--- config.mk ---
export PLATFORM = sky130hd
export DESIGN_NAME = sse_data_line_deframer_top
export DESIGN_NICKNAME = d
export VERILOG_FILES = /design/src/rtl/sdd_pkg.sv /design/src/rtl/sdd_parse.sv /design/src/rtl/sdd_outq.sv /design/src/rtl/sse_data_line_deframer_top.sv
export SDC_FILE = /design/constraint.sdc
export NUM_CORES = 1
export LEC_CHECK = 0
export BUFFER_PORTS_ARGS = -buffer_cell sky130_fd_sc_hd__buf_2
export CAP_MARGIN = 20
export CORE_ASPECT_RATIO = 0.8
export CORE_MARGIN = 2
export CORE_UTILIZATION = 45
export CTS_CLUSTER_DIAMETER = 80
export DETAILED_ROUTE_END_ITERATION = 16
export SLEW_MARGIN = 20
export SYNTH_ARGS = -nofsm -noshare
export SYNTH_HDL_FRONTEND = slang
export SYNTH_SLANG_ARGS = --single-unit
--- constraint.sdc ---
create_clock -name clk -period 3.4 [get_ports clk]
set_clock_uncertainty 0.15 [all_clocks]
set_input_delay 0.68 -clock clk [delete_from_list [all_inputs] [get_ports clk]]
set_output_delay 0.68 -clock clk [all_outputs]
set_load 0.02 [all_outputs]
--- src/rtl/sdd_pkg.sv ---
// ----------------------------------------------------------------------------
// sdd_pkg: shared types and constants of the sse data-line deframer
// character codes, line phase codes, result bundle and queue sizing
// ----------------------------------------------------------------------------
package sdd_pkg;

  localparam logic [7:0] CH_CR    = 8'h0D;
  localparam logic [7:0] CH_LF    = 8'h0A;
  localparam logic [7:0] CH_COLON = 8'h3A;
  localparam logic [7:0] CH_SPACE = 8'h20;
  localparam logic [7:0] CH_D     = 8'h64;
  localparam logic [7:0] CH_A     = 8'h61;
  localparam logic [7:0] CH_T     = 8'h74;

  // line phase codes
  localparam logic [3:0] PH_START   = 4'd0;
  localparam logic [3:0] PH_MATCH1  = 4'd1;
  localparam logic [3:0] PH_MATCH4  = 4'd4;
  localparam logic [3:0] PH_COLON   = 4'd5;
  localparam logic [3:0] PH_PAYLOAD = 4'd6;
  localparam logic [3:0] PH_IGNORE  = 4'd7;

  // result kinds
  localparam logic KIND_BYTE   = 1'b0;
  localparam logic KIND_MARKER = 1'b1;

  // transaction ops
  localparam logic OP_BYTE  = 1'b0;
  localparam logic OP_FLUSH = 1'b1;

  // result queue
  localparam int unsigned QDEPTH = 4;
  localparam int unsigned QAW    = $clog2(QDEPTH);
  localparam int unsigned QCW    = $clog2(QDEPTH + 1);

  typedef struct packed {
    logic [1:0] cnt;
    logic       kind0;
    logic [7:0] val0;
    logic       kind1;
    logic [7:0] val1;
  } res_bundle_t;

  typedef struct packed {
    logic       op;
    logic [7:0] byte_req;
  } item_t;

  // expected character of "data:" at a given match position
  function automatic logic [7:0] prefix_char(input logic [2:0] pos);
    logic [7:0] c;
    unique case (pos)
      3'd0:    c = CH_D;
      3'd1:    c = CH_A;
      3'd2:    c = CH_T;
      3'd3:    c = CH_A;
      3'd4:    c = CH_COLON;
      default: c = CH_COLON;
    endcase
    return c;
  endfunction

endpackage

--- src/rtl/sdd_parse.sv ---
// ----------------------------------------------------------------------------
// sdd_parse: line state machine of the deframer
// holds line phase, held cr and event flags; emits up to two results per byte
// ----------------------------------------------------------------------------
module sdd_parse import sdd_pkg::*; (
  input  logic        clk,
  input  logic        rst_n,
  input  logic        item_vld,
  input  item_t       item,
  output res_bundle_t res
);

  logic [3:0] phase_r, phase_nxt;
  logic       cr_r, cr_nxt;
  logic       ehd_r, ehd_nxt;

  always_comb begin
    logic [7:0] b;
    b         = item.byte_req;
    phase_nxt = phase_r;
    cr_nxt    = cr_r;
    ehd_nxt   = ehd_r;
    res       = '0;

    if (item_vld) begin
      if (item.op == OP_FLUSH) begin
        if (ehd_r) begin
          res.cnt   = 2'd1;
          res.kind0 = KIND_MARKER;
        end
        phase_nxt = PH_START;
        cr_nxt    = 1'b0;
        ehd_nxt   = 1'b0;
      end else if (phase_r == PH_START) begin
        if (b == CH_LF) begin
          // blank line, with or without a held cr
          if (ehd_r) begin
            res.cnt   = 2'd1;
            res.kind0 = KIND_MARKER;
          end
          ehd_nxt = 1'b0;
          cr_nxt  = 1'b0;
        end else if (cr_r) begin
          cr_nxt    = 1'b0;
          phase_nxt = PH_IGNORE;
        end else if (b == CH_CR) begin
          cr_nxt = 1'b1;
        end else if (b == prefix_char(3'd0)) begin
          phase_nxt = PH_MATCH1;
        end else begin
          phase_nxt = PH_IGNORE;
        end
      end else if (phase_r >= PH_MATCH1 && phase_r <= PH_MATCH4) begin
        if (b == CH_LF) begin
          phase_nxt = PH_START;
          cr_nxt    = 1'b0;
        end else if (b == prefix_char(phase_r[2:0])) begin
          phase_nxt = phase_r + 4'd1;
          if (phase_r == PH_MATCH4) begin
            // joining newline ahead of a second data line
            if (ehd_r) begin
              res.cnt  = 2'd1;
              res.val0 = CH_LF;
            end
            ehd_nxt = 1'b1;
          end
        end else begin
          phase_nxt = PH_IGNORE;
        end
      end else if (phase_r == PH_COLON) begin
        if (b == CH_LF) begin
          phase_nxt = PH_START;
          cr_nxt    = 1'b0;
        end else if (b == CH_SPACE) begin
          phase_nxt = PH_PAYLOAD;
        end else if (b == CH_CR) begin
          cr_nxt    = 1'b1;
          phase_nxt = PH_PAYLOAD;
        end else begin
          res.cnt   = 2'd1;
          res.val0  = b;
          phase_nxt = PH_PAYLOAD;
        end
      end else if (phase_r == PH_PAYLOAD) begin
        if (b == CH_LF) begin
          phase_nxt = PH_START;
          cr_nxt    = 1'b0;
        end else if (cr_r) begin
          // held cr was not a line end
          res.val0 = CH_CR;
          if (b == CH_CR) begin
            res.cnt = 2'd1;
          end else begin
            res.cnt  = 2'd2;
            res.val1 = b;
            cr_nxt   = 1'b0;
          end
        end else if (b == CH_CR) begin
          cr_nxt = 1'b1;
        end else begin
          res.cnt  = 2'd1;
          res.val0 = b;
        end
      end else begin
        if (b == CH_LF) begin
          phase_nxt = PH_START;
        end
        cr_nxt = 1'b0;
      end
    end
  end

  always_ff @(posedge clk) begin
    if (!rst_n) begin
      phase_r <= PH_START;
      cr_r    <= 1'b0;
      ehd_r   <= 1'b0;
    end else begin
      phase_r <= phase_nxt;
      cr_r    <= cr_nxt;
      ehd_r   <= ehd_nxt;
    end
  end

endmodule

--- src/rtl/sdd_outq.sv ---
// ----------------------------------------------------------------------------
// sdd_outq: result queue of the deframer
// takes up to two results per cycle, hands out one per transaction
// ----------------------------------------------------------------------------
module sdd_outq import sdd_pkg::*; (
  input  logic        clk,
  input  logic        rst_n,
  input  res_bundle_t res,
  output logic        room,
  output logic        out_valid,
  input  logic        out_stall,
  output logic        out_kind,
  output logic [7:0]  out_value,
  output logic        out_last
);

  logic             kind_r [QDEPTH];
  logic [7:0]       val_r  [QDEPTH];
  logic             last_r [QDEPTH];
  logic [QAW-1:0]   wr_ptr_r, wr_ptr_nxt;
  logic [QAW-1:0]   rd_ptr_r, rd_ptr_nxt;
  logic [QCW-1:0]   cnt_r, cnt_nxt;
  logic             pop;
  logic [QAW-1:0]   wr_ptr1;

  assign room      = (cnt_r <= QCW'(QDEPTH - 2));
  assign out_valid = (cnt_r != '0);
  assign pop       = out_valid && !out_stall;
  assign wr_ptr1   = wr_ptr_r + QAW'(1);

  assign out_kind  = kind_r[rd_ptr_r];
  assign out_value = val_r[rd_ptr_r];
  assign out_last  = last_r[rd_ptr_r];

  always_comb begin
    wr_ptr_nxt = wr_ptr_r + QAW'(res.cnt);
    rd_ptr_nxt = rd_ptr_r + QAW'(pop);
    cnt_nxt    = cnt_r + QCW'(res.cnt) - QCW'(pop);
  end

  // payload entries
  always_ff @(posedge clk) begin
    if (res.cnt != 2'd0) begin
      kind_r[wr_ptr_r] <= res.kind0;
      val_r[wr_ptr_r]  <= res.val0;
      last_r[wr_ptr_r] <= (res.cnt == 2'd1);
    end
    if (res.cnt == 2'd2) begin
      kind_r[wr_ptr1] <= res.kind1;
      val_r[wr_ptr1]  <= res.val1;
      last_r[wr_ptr1] <= 1'b1;
    end
  end

  always_ff @(posedge clk) begin
    if (!rst_n) begin
      wr_ptr_r <= '0;
      rd_ptr_r <= '0;
      cnt_r    <= '0;
    end else begin
      wr_ptr_r <= wr_ptr_nxt;
      rd_ptr_r <= rd_ptr_nxt;
      cnt_r    <= cnt_nxt;
    end
  end

endmodule

--- src/rtl/sse_data_line_deframer_top.sv ---
// path: an accepted byte waits in the input register until the queue has room, then
//   the combinational parser writes its results into the queue that drives the port
// throughput: one transaction per cycle while not stalled; a byte that gives two
//   results (held cr then a payload byte) takes two output transactions, absorbed by the result queue
// in_stall rises only while the input register waits for two free queue slots
// reset: synchronous active-low rst_n empties the input register and queue and
//   puts the line state at line start with no held cr and no pending event
// ----------------------------------------------------------------------------
// sse_data_line_deframer_top: server-sent-events data-line deframer
// streams payload bytes of data: lines and emits event-complete markers
// ----------------------------------------------------------------------------
module sse_data_line_deframer_top import sdd_pkg::*; (
  input  logic       clk,
  input  logic       rst_n,
  // input channel
  input  logic       in_valid,
  output logic       in_stall,
  input  logic       in_op,
  input  logic [7:0] in_byte_req,
  // result channel
  output logic       out_valid,
  input  logic       out_stall,
  output logic       out_kind,
  output logic [7:0] out_value,
  output logic       out_last
);

  // input register: one transaction held for the parser
  logic        in_vld_r, in_vld_nxt;
  item_t       item_r;
  logic        room;
  logic        adv;
  res_bundle_t res;

  // the held transaction moves on when the queue can take two results
  assign adv      = in_vld_r && room;
  assign in_stall = in_vld_r && !room;

  // register stays full while stalled, otherwise it reloads from the port
  assign in_vld_nxt = in_stall ? 1'b1 : in_valid;

  always_ff @(posedge clk) begin
    if (!rst_n) begin
      in_vld_r <= 1'b0;
    end else begin
      in_vld_r <= in_vld_nxt;
    end
  end

  // payload loads on every accepted transaction
  always_ff @(posedge clk) begin
    if (in_valid && !in_stall) begin
      item_r.op       <= in_op;
      item_r.byte_req <= in_byte_req;
    end
  end

  // line state machine, one byte per cycle while the queue has room
  sdd_parse u_parse (
    .clk      (clk),
    .rst_n    (rst_n),
    .item_vld (adv),
    .item     (item_r),
    .res      (res)
  );

  // result queue, also the output register
  sdd_outq u_outq (
    .clk       (clk),
    .rst_n     (rst_n),
    .res       (res),
    .room      (room),
    .out_valid (out_valid),
    .out_stall (out_stall),
    .out_kind  (out_kind),
    .out_value (out_value),
    .out_last  (out_last)
  );

endmodule

* Yosys cells after proc, flatten, opt, wreduce, memory -nomap -nowiden *
Memories as Yosys holds them, arrays and structs flattened. A register that Yosys moved wholly into a read port is not among the register bits.
Index checks and enable logic that the tools add are counted.

word-level totals
  memories = 3
  bits of input ports = 13
  register bits = 23
  memory bits (writable) = 40
  output and inout bits = 12

memories
  name           depth  bits a word  read ports  clocked after memory_dff  write ports  line            RTL
  u_outq.val_r   4      8            1           1                         2            sdd_outq.sv:18  logic [7:0] val_r [QDEPTH];
  u_outq.kind_r  4      1            1           1                         2            sdd_outq.sv:17  logic kind_r [QDEPTH];
  u_outq.last_r  4      1            1           1                         2            sdd_outq.sv:19  logic last_r [QDEPTH];

cells by class
  eq/ne operators = 22
  multiplexer cells = 86
  reduce and logical (&&, ||, !) cells = 18
  order comparisons = 3
  add/subtract/negate cells = 6

operators by type and width
  operator                                              count
  2-to-1 mux 8 bit                                      26
  2-to-1 mux 4 bit                                      11
  2-to-1 mux 2 bit                                      16
  2-to-1 mux 1 bit                                      27
  case mux 7 bit (3 select lines)                       1
  equality test 8 x 4 -> 1 bit (second input constant)  2
  equality test 4 x 3 -> 1 bit (second input constant)  3
  2-to-1 mux 3 bit                                      4
  2-to-1 mux 11 bit                                     1
  != test 5 x 3 -> 1 bit (second input constant)        2
  equality test 8 x 6 -> 1 bit (second input constant)  1
  equality test 8 x 7 -> 1 bit (second input constant)  1
  equality test 8 bit                                   1
  != test 4 x 3 -> 1 bit (second input constant)        2
  != test 4 bit (second input constant)                 2
  AND reduction 4 bit                                   2
  equality test 3 x 2 -> 1 bit (second input constant)  2
  != test 3 bit (second input constant)                 2
  AND reduction 6 bit                                   1
  nonzero test 3 bit                                    2
  logical AND 1 bit                                     5
  nonzero test 5 bit                                    1
  adder 4 x 1 -> 4 bit (second input constant)          1
  >= comparator 4 x 1 -> 1 bit (second input constant)  1
  other kinds (16)                                      18

* Longest topological paths before layout *
  word-level depth = 18
  gate-level depth with buffers = 20
  mapped depth without buffers = 17

* Modules after synthesis *
A second synthesis with hierarchy kept.

second synthesis, totals
  cell total of the unflattened synthesis = 332
  area total of the unflattened synthesis = 3858.7 µm²

by module, submodules not included
  module                      times used  cells each  area an instance (µm²)
  sdd_outq                    1           155         2403.6
  sdd_parse                   1           163         1131.1
  sse_data_line_deframer_top  1           14          324.1

* Worst setup path before layout *
OpenSTA, ideal clock, no wires.

  path kind = reg2reg
  start = register item_r[4] (netlist name)
  end = register u_outq.cnt_r[2]
  buffers on the path = 3
  setup time = 0.128 ns
  setup slack = -0.398 ns
  stages on the path, launching flop included = 21
  data arrival time = 3.520 ns
  data required time = 3.122 ns
  clock period less this slack = 3.798 ns
  path through = edfxtp_1 > clkbuf_1 > nor4_1 > and4_1 > clkbuf_1 > inv_1 > ha_1 > o211ai_2 > a21oi_2 > buf_6 > nor2_1 > o21ai_2 > inv_2 > ha_1 > inv_1 > ha_1 > inv_1 > fa_1 > xnor2_1 > xnor2_1 > nor2_1

between the ends
  longest elaborated chain between the ends = 12
  elaborated cells on any way between the ends = 21
  those cells by class = add/sub: 2; eq/ne: 4; mux: 15

RTL lines
  item                                                  line                                               RTL
  from (decl)                                           sse_data_line_deframer_top.sv:30                   item_t item_r;
  equality test 8 x 4 -> 1 bit                          sdd_parse.sv:76, sdd_parse.sv:91, sdd_parse.sv:98
  2-to-1 mux 1 bit or 2-to-1 mux 2 bit (tied branches)  sdd_parse.sv:76, sdd_parse.sv:98, sdd_parse.sv:91
  2-to-1 mux 2 bit                                      sdd_parse.sv:88                                    end else if (cr_r) begin
  2-to-1 mux 2 bit                                      sdd_parse.sv:85                                    if (b == CH_LF) begin
  2-to-1 mux 2 bit                                      sdd_parse.sv:84                                    end else if (phase_r == PH_PAYLOAD) begin
  2-to-1 mux 2 bit                                      sdd_parse.sv:70                                    end else if (phase_r == PH_COLON) begin
  2-to-1 mux 2 bit                                      sdd_parse.sv:53                                    end else if (phase_r >= PH_MATCH1 && phase_r <= PH_MATCH4) begin
  2-to-1 mux 2 bit *                                    sdd_parse.sv:34                                    end else if (phase_r == PH_START) begin
  2-to-1 mux 3 bit *                                    sdd_parse.sv:26                                    if (item.op == OP_FLUSH) begin
  2-to-1 mux 11 bit *                                   sdd_parse.sv:25                                    if (item_vld) begin
  adder 3 x 2 -> 3 bit *                                sdd_outq.sv:38                                     cnt_nxt = cnt_r + QCW'(res.cnt) - QCW'(pop);
  subtractor 3 x 1 -> 3 bit *                           sdd_outq.sv:38
  to (signal assigned)                                  sdd_outq.sv:63                                     cnt_r <= cnt_nxt;
  to (decl)                                             sdd_outq.sv:22                                     logic [QCW-1:0] cnt_r, cnt_nxt;

Every way passes the cells marked *; elsewhere a longest branch is shown, timed or not.
A chain may end at the register's enable or synchronous reset.

* Worst setup path after layout *
  start = register item_r[6] (netlist name)
  end = register u_outq.cnt_r[2]

The elaborated chain is that of the path after synthesis.

==> out/metrics.yaml <==
worst_hold_slack_ns: 0.349
nNetsFinal: 470
port_buffers: 24
synthTopCellsByArea: "edfxtp_1 (32%), dfxtp_1 (11%), mux4_2 (5.8%)"
path_clk_slew_ns: 0.08
cp_max_fo: 13
rrSetupSlack_ns: 0.12
cts.sinks: 63
gr-total-overflow: 0
min_to: "item_r[8]"
first_iter_violations: 183
grt_setup_unrepaired: "yes"
place_hpwl_um: 7140
relSlewSlack_pct: 47.9
clock_latency_ns: 0.35
grt_pass1_vias: 3122
vias: 3274
wl_per_cell_um: 17.2
setup_tns_ns: 0
r2r-end: "u_outq.cnt_r[2]"
cts-root-buf: "clkbuf_8"
drcViolationCount: 0
syn_to_final_growth_pct: 20.8
synthDistinctLibCells: 74
required_ns: 3.48
grt_max_degree: 17
timing.rr.start: "item_r[6]"
htree_levels: 3
cp.arrival_ns: 3.36
drt_first_pass_iters: 5
min_path_cells: 1
nFillCells: 727
place_congestion: 0.896
dp.cells: 541
fp.dieW_um: 108
start_kind: "flop"
endpoint_kind: "flop"
synth_edf_count: 41
max_freq_ghz: 0.305
io_pins: 25
setup_viol: 0
cts_buffers: 9
postSynth.asyncResetShare_pct: 0
hold_path_class: "in2reg"
avgSynthCellArea_sq_um: 9.93
syn_area_sq_mm: 0.00387
hold_start: "in_op"
ant_nets: 0
coreArea_sq_mm: 0.00841
fin_crit_sh_pct: 96.6
routed_wl_um: 9610
layout_setup_ws_ns: 0.117
grt_pass1_wl_um: 15900
power_w: 0.00253
rows: 30
pwr_density_cell_mw_per_mm2: 542
netlist_instances: 390
die_y_um: 87.0
cellLeakagePower_nw: 1.63
rr_worst_depth: 15
max-clock-path-buffers: 2
max-cap-violations: 0
hold_buffers: 0
worst_slew_pin_slew_ns: 0.779
start_util_pct: 46.1
max-vdd-ir-drop_uv: 243
syn_nets: 417
die_area_sq_mm: 0.00937
via_per_inst: 5.85
cts_tree: "yes"
period_needed_ns: 3.28
grtUsageTotal_pct: 22.2
synth_flop_cell: "edfxtp_1"
antenna_found_initial: 0
yosysTopAreaCell: "edfxtp_1"
timing.critical_path.from: "item_r[6]"
synth_top_area_share_pct: 31.8
drive_gt1_share_pct: 31.0
diodes: 0
slew_violations: 0
yosysWarnings: 0
post-place-ws_ns: 0.00938
critPathKind: "reg2reg"
stdcell_count: 560
status: "complete, no violations"
hold_viol_final: 0
yosys_register_bits: 63
yosysSeqAreaShare_pct: 43.2
-- cell usage in the layout, fill, tap and decap left out, drive strengths merged, types with 7 or more instances in the layout --
cell type,Yosys,final
nand3,30,30
nand2,27,27
nor2,26,26
buf,9,69
o21ai,40,40
nor3,11,11
nor4,8,8
clkbuf,18,9
inv,20,21
ha,13,13
a21oi,11,11
mux4,10,10
nand2b,7,7
edfxtp,41,41
dfxtp,22,22
-- stage by stage --
step                util, %  instance area [sq um]
floorplan                 -                   3940
global placement       52.0                   4370
detailed placement     52.0                   4370
CTS                    55.0                   4620
global route           55.6                   4680
finish                 55.6                   4680
-- cells in the mapped netlist (2+ instances only) --
library cell and count:
nor3_1 6, nor2_1 25, o22ai_1 2, nor3_2 5, inv_1 18, or3_1 2, o211ai_2 2, a21oi_1 9
buf_2 5, buf_6 3, nand3_1 30, a31oi_1 6, mux4_2 10, nor2b_1 5, dfxtp_1 22, o21ai_0 38
ha_1 13, a21oi_2 2, nand2b_1 6, a311oi_1 2, o21a_1 3, edfxtp_1 41, and3_1 2, or3b_2 2
o31ai_1 6, o211ai_1 4, xor2_1 2, o211a_1 2, o2bb2ai_1 2, mux2_2 3, and2_1 3, a22oi_1 2
nor4_1 8, inv_2 2, o32ai_1 3, xnor2_1 5, nand4_1 4, clkbuf_1 18, or2_2 2, a211oi_1 2
nor4b_1 3, nand2_1 27, o311ai_0 2
-- critical path: stages (launching register included) --
cell      delay (ns)
edfxtp_1        0.43
buf_4           0.16
buf_4           0.17
or4bb_4         0.56
nor3_1          0.20
o211ai_1        0.21
o21ai_4         0.14
inv_4           0.05
ha_4            0.21
inv_2           0.06
ha_4            0.12
inv_2           0.03
fa_2            0.34
xnor2_2         0.14
xnor2_1         0.14
nor2_1          0.05
-- sequential cells by signal (all words and copies together) (netlist names) --
| signal | cells |
|---|---|
| u_outq.rd_ptr_r | 2 |
| u_parse.phase_r | 4 |
| item_r | 9 |
| in_vld_r | 1 |
| u_parse.ehd_r | 1 |
| u_outq.kind_r | 4 |
| u_outq.last_r | 4 |
| u_outq.val_r | 32 |
| u_outq.cnt_r | 3 |
| u_outq.wr_ptr_r | 2 |
| u_parse.cr_r | 1 |
-- repair_timing --
action                                  4_1_cts  5_1_grt
buffers inserted                              1        2
endpoints found under the setup margin        1        2
gates resized for setup                       0       10
pin swaps                                     1        7
-- how the worst max path moves through the flow --
stage / depth (start not counted) / end / slack [ns]
finish: 15 / u_outq.cnt_r[2] / 0.12
global route: 15 / u_outq.cnt_r[2] / -0.04
CTS: 17 / u_outq.cnt_r[2] / 0.06
detailed placement: 17 / u_outq.cnt_r[2] / 0.009
global placement: 17 / u_outq.cnt_r[2] / 0.12
floorplan: 20 / u_outq.cnt_r[2] / -0.0003
-- cell type report --
class                   instances  area (sq um)  share of cell area, %
clock buffers                   9           124                   2.65
clock inverters                 7           119                   2.54
inverters                      20          77.6                   1.66
multi-input cells             280          2090                   44.6
flip-flops and latches         63          1670                   35.8
well taps                     112           140                   3.00
repair buffers                 69           458                   9.79
-- layer usage --
layer	track usage, %	vias to the layer above	part of all wire, %	routed length, um
met5	0	-	0	0
met3	5.83	16	5.5	530
li1	-	1580	-	-
met1	30.6	1566	47	4490
met2	33.9	112	46	4440
met4	8.39	0	1.5	149
-- kinds of logic after synthesis --
family | synth area share [%]
XOR/XNOR | 1.58
flip-flops | 43.2
multiplexers | 7.08
buffers and inverters | 5.30
AO/OA/AOI/OAI | 17.6
adder cells (fa/ha/maj) | 4.72
AND/OR/NAND/NOR | 20.5
-- power breakdown --
group,internal (W),total [W],switching (W)
registers,0.000859,0.000929,0.0000708
logic,0.000383,0.000801,0.000418
clock network,0.000488,0.000804,0.000316
total,0.00173,0.00253,0.000805
Note: power is estimated with default switching activity, not from simulation.
